<file path="config.mk">
export PLATFORM = sky130hd
export DESIGN_NAME = bpa_find
export DESIGN_NICKNAME = d
export VERILOG_FILES = /design/src/rtl/bitmap_page_allocator_macros.svh /design/src/rtl/bpa_pkg.sv /design/src/rtl/bpa_find.sv
export SDC_FILE = /design/constraint.sdc
export NUM_CORES = 1
export LEC_CHECK = 0
export BUFFER_PORTS_ARGS = -buffer_cell sky130_fd_sc_hd__buf_2
export CAP_MARGIN = 15
export CORE_MARGIN = 1
export CORE_UTILIZATION = 35
export DETAILED_ROUTE_END_ITERATION = 10
export GPL_TIMING_DRIVEN = 0
export PLACE_DENSITY = 0.85
export SKIP_LAST_GASP = 1
export SLEW_MARGIN = 15
export SYNTH_ARGS = -nofsm -noshare
export SYNTH_HDL_FRONTEND = slang
export SYNTH_SLANG_ARGS = --single-unit
</file>
<file path="constraint.sdc">
create_clock -name vclk -period 2.05
set_clock_uncertainty 0.2 [all_clocks]
set_input_delay 0.205 -clock vclk [all_inputs]
set_output_delay 0.205 -clock vclk [all_outputs]
set_load 0.1 [all_outputs]
</file>
<file path="src/rtl/bitmap_page_allocator_macros.svh">
// assertion helpers used by the rtl
`ifndef BITMAP_PAGE_ALLOCATOR_MACROS_SVH
`define BITMAP_PAGE_ALLOCATOR_MACROS_SVH

// same-cycle implication
`define BPA_ASSERT_NOW(label, clk, rst_n, ante, cons) \
    label: assert property (@(posedge clk) disable iff (!rst_n) (ante) |-> (cons)) \
        else $error("bitmap page allocator check failed");

// next-cycle implication
`define BPA_ASSERT_NEXT(label, clk, rst_n, ante, cons) \
    label: assert property (@(posedge clk) disable iff (!rst_n) (ante) |=> (cons)) \
        else $error("bitmap page allocator check failed");

`endif

</file>
<file path="src/rtl/bpa_pkg.sv">
package bpa_pkg;

    localparam int WORD_BITS  = 32;
    localparam int WORD_SHIFT = 5;
    localparam int ADDR_BITS  = 64;
    localparam int PC_BITS    = 13;

    localparam logic [1:0] ST_OK      = 2'd0;
    localparam logic [1:0] ST_NOPAGE  = 2'd1;
    localparam logic [1:0] ST_BADADDR = 2'd2;

    localparam logic CMD_ALLOC = 1'b0;
    localparam logic CMD_FREE  = 1'b1;

    localparam logic REG_BASE  = 1'b0;
    localparam logic REG_PAGES = 1'b1;

    localparam logic [PC_BITS-1:0] RESET_PAGE_COUNT = 13'd4096;

    typedef struct packed {
        logic                  found;
        logic [WORD_SHIFT-1:0] bit_idx;
        logic [WORD_BITS-1:0]  onehot;
    } t_find;

endpackage

</file>
<file path="src/rtl/bpa_find.sv">
module bpa_find (
    input  logic [bpa_pkg::WORD_BITS-1:0] i_word,
    input  logic [bpa_pkg::WORD_BITS-1:0] i_mask,
    output bpa_pkg::t_find                o_find
);

    logic [bpa_pkg::WORD_BITS-1:0]  cand;
    logic [bpa_pkg::WORD_BITS-1:0]  lowest;
    logic [bpa_pkg::WORD_SHIFT-1:0] enc;

    // lowest clear eligible bit, isolated by two's complement
    assign cand   = ~i_word & i_mask;
    assign lowest = cand & (~cand + 1'b1);

    always_comb begin
        enc = '0;
        for (int b = 0; b < bpa_pkg::WORD_SHIFT; b++) begin
            for (int i = 0; i < bpa_pkg::WORD_BITS; i++) begin
                if (((i >> b) & 1) == 1) begin
                    enc[b] = enc[b] | lowest[i];
                end
            end
        end
    end

    assign o_find.found   = |cand;
    assign o_find.bit_idx = enc;
    assign o_find.onehot  = lowest;

endmodule

</file>
== Word-level counts from Yosys, hierarchy flattened ==
Cells that the tools add are included.
Operators by class
  $add $sub $neg: 1
  bitwise operators: 79
  reductions and logical operators: 1
Operators by type and width (count)
  1-bit OR: 75
  32-bit bitwise AND: 2
  32-bit inverter: 2
  32-bit by 1-bit adder with 32-bit output, second input constant: 1
  32-bit OR reduction: 1
Word-level totals
  flip-flop bits (word level): 0
  input port bits: 64
  output and inout bits: 38
  word-level logic and storage cells: 81

== Logic depth before layout (Yosys ltp) ==
  word-level depth: 20
  gate-level depth with buffers: 7
  depth with buffers taken out: 6

== Worst setup path before layout ==
OpenSTA, ideal clock, no wires.
  path kind: input -> output
  from: input port i_mask[0] (netlist bit)
  to: output port o_find[33] (netlist bit)
  data arrival time: 4.221 ns
  data required time: 1.645 ns
  path slack: -2.576 ns
  stages: 7
  buffers on the path: 1
  cells stage by stage: nor2b_4 nor4_4 nand2_1 clkbuf_1 nor3_1 a211oi_1 nand3_1
RTL lines
  start: declaration: RTL line bpa_find.sv:3  | input logic [bpa_pkg::WORD_BITS-1:0] i_mask,
  end: declaration: RTL line bpa_find.sv:4  | output bpa_pkg::t_find o_find

==> metrics.csv <==
metric;value;unit
status;finished with violations;
failing checks;setup timing;
vias in the first global route;1656;
CP Data Required Time;1.64;ns
Leak Pwr;0.001157;uW
die area;3167;sq um
Top Ports;102;
routed length per instance;18.55;um
via count;1942;
Comb power frac;100.0;%
first-pass GRT wire length;7210;um
Ys Warns;0;
fmax;415.2;MHz
# DRC;0;
largest net degree at the start of global routing;11;
Net Sw Frac;62.15;%
Post-Place Cells;301;
critical path peak fanout;5;
syn_nets;232;
Mapped Cells;168;
Final period util;117.5;%
Final Max Tran Viols;0;
# diodes;0;
Power Dens Cells;232.9;nW/um^2
Power Total;575.5;uW
# nets final;359;
sw power;357.7;uW
worst slew pin tran;0.4982;ns
initial drt markers;125;
DP Wirelength;3103;um
RSZ-0062 raised after global routing;true;
Clk pwr share;0;%
FILL cells;138;
Port Buffers;102;
Post-Syn Area;1031;sq um
Register Area;0;sq um
HP Start;i_mask[28];
most frequent cells in the layout;65 x buf_2, 28 x buf_4, 21 x nand2_1, 18 x buf_6, 15 x nand2b_1;
CORE AREA;2781;sq um
initial antenna violation count;0;
share of layout cells above drive strength 1;67.24;%
Routed WL;6011;um
Die X;56.28;um
Die Y;56.28;um
Internal;217.9;uW
Placed Area;1814;sq um
VDD IR-drop max;220.8;uV
synthesized area per cell;6.137;sq um
gpl congestion;0.7973;
CP Class;in2out;
HP Class;in2out;
most common cell after layout, fill and taps aside;buf_2;
final hold violations;0;
initial core utilization;37.07;%
post-synthesis cell type count;35;
Routed Antenna Nets;0;
GRT Overall Usage;27.80;%
Setup crit start kind;input pin;
Final min period;2.408;ns
post-route cell area;2471;sq um
max-cap viol count;0;
# clk buffers;0;
pre-CTS setup slack;-0.7734;ns
final setup margin;-0.3583;ns
Slew Limit Headroom;67.01;%
hold_ws;0.6604;ns
Initial DRT Pass Iterations;5;
Non-Filler Instances;324;
total gr overflow;0;
sequential share of the synthesized area;0;%
Critical Path End Type;primary output;
setup violators final;21;
Flop pwr share;0;%
area grow syn2layout;139.7;%
crit path from;i_word[9];
DR vias/cell;5.994;
# rows;19;
Worst EP arrival;2.00;ns
Seq cells;0;
## cells in the mapped netlist, types with 4 or more instances
library cell   n  area [sq um]
nor2b_1       21         131.4
nor2_1        23         86.33
o21ai_0        8         40.04
nand4_1        4         25.02
a21oi_1        6         30.03
nor2b_4        4         55.05
nor3_1        14         70.07
nand2_1       27         101.4
nand3_1        6         30.03
nand2b_1      17         106.4
a31oi_1        4         25.02
## what timing repair did
action / 4_1_cts / 5_1_grt
setup buffers: 10 / 14
hold buffers: 0 / 0
gates cloned: 0 / 1
pin swaps: 11 / 11
gates resized for setup: 84 / 45
endpoints found under the setup margin: 28 / 34
## power groups by stage
stage	clock (uW)	sequential, uW	combinational (uW)
2_1_floorplan	0	0	315
3_3_place_gp	0	0	419
3_5_place_dp	0	0	425
4_1_cts	0	0	486
5_1_grt	0	0	598
6_report	0	0	576
## final timing paths
path                      to  slack [ns]  depth (start not counted)
setup / recovery  o_find[32]       -0.36                          8
hold / removal    o_find[28]        0.66                          4
## kinds of logic (layout without fill, tap and decap cells)
kind of cell / after synthesis / in the layout / share of synthesized area, %
simple gates: 136 / 136 / 79.98
compound gates: 28 / 28 / 17.84
buf+inv: 4 / 129 / 2.184
## metrics by stage
| stage | setup TNS [ns] | util, % |
|---|---|---|
| finish | -4.166 | 88.84 |
| global route | -5.352 | 88.84 |
| CTS | -4.300 | 78.50 |
| detailed placement | -10.80 | 65.23 |
| global placement | -10.72 | 65.23 |
| floorplan | -15.20 | - |
## critical path, stage by stage
cell and delay [ns]:
buf_2 0.11, nor2b_1 0.25, a21oi_4 0.10, nand2_1 0.29
o21a_1 0.19, o211ai_1 0.11, or4b_4 0.55, buf_12 0.18
## routing by layer
metal	vias up	share of wire (%)	track usage (%)
li1	855	-	-
met1	914	35	31.68
met2	139	53	55.10
met3	34	7.5	1.843
met4	0	4.6	6.969
met5	-	0	0
## final cells by class
cell class,count,area (sq um),share of cell area [%]
timing repair buffer,126,1021,41.32
tap,31,38.79,1.570
multi-input combinational,164,1389,56.20
buffer,1,15.01,0.6076
inverter,2,7.507,0.3038
No activity file was read; power rests on OpenSTA's default activity.
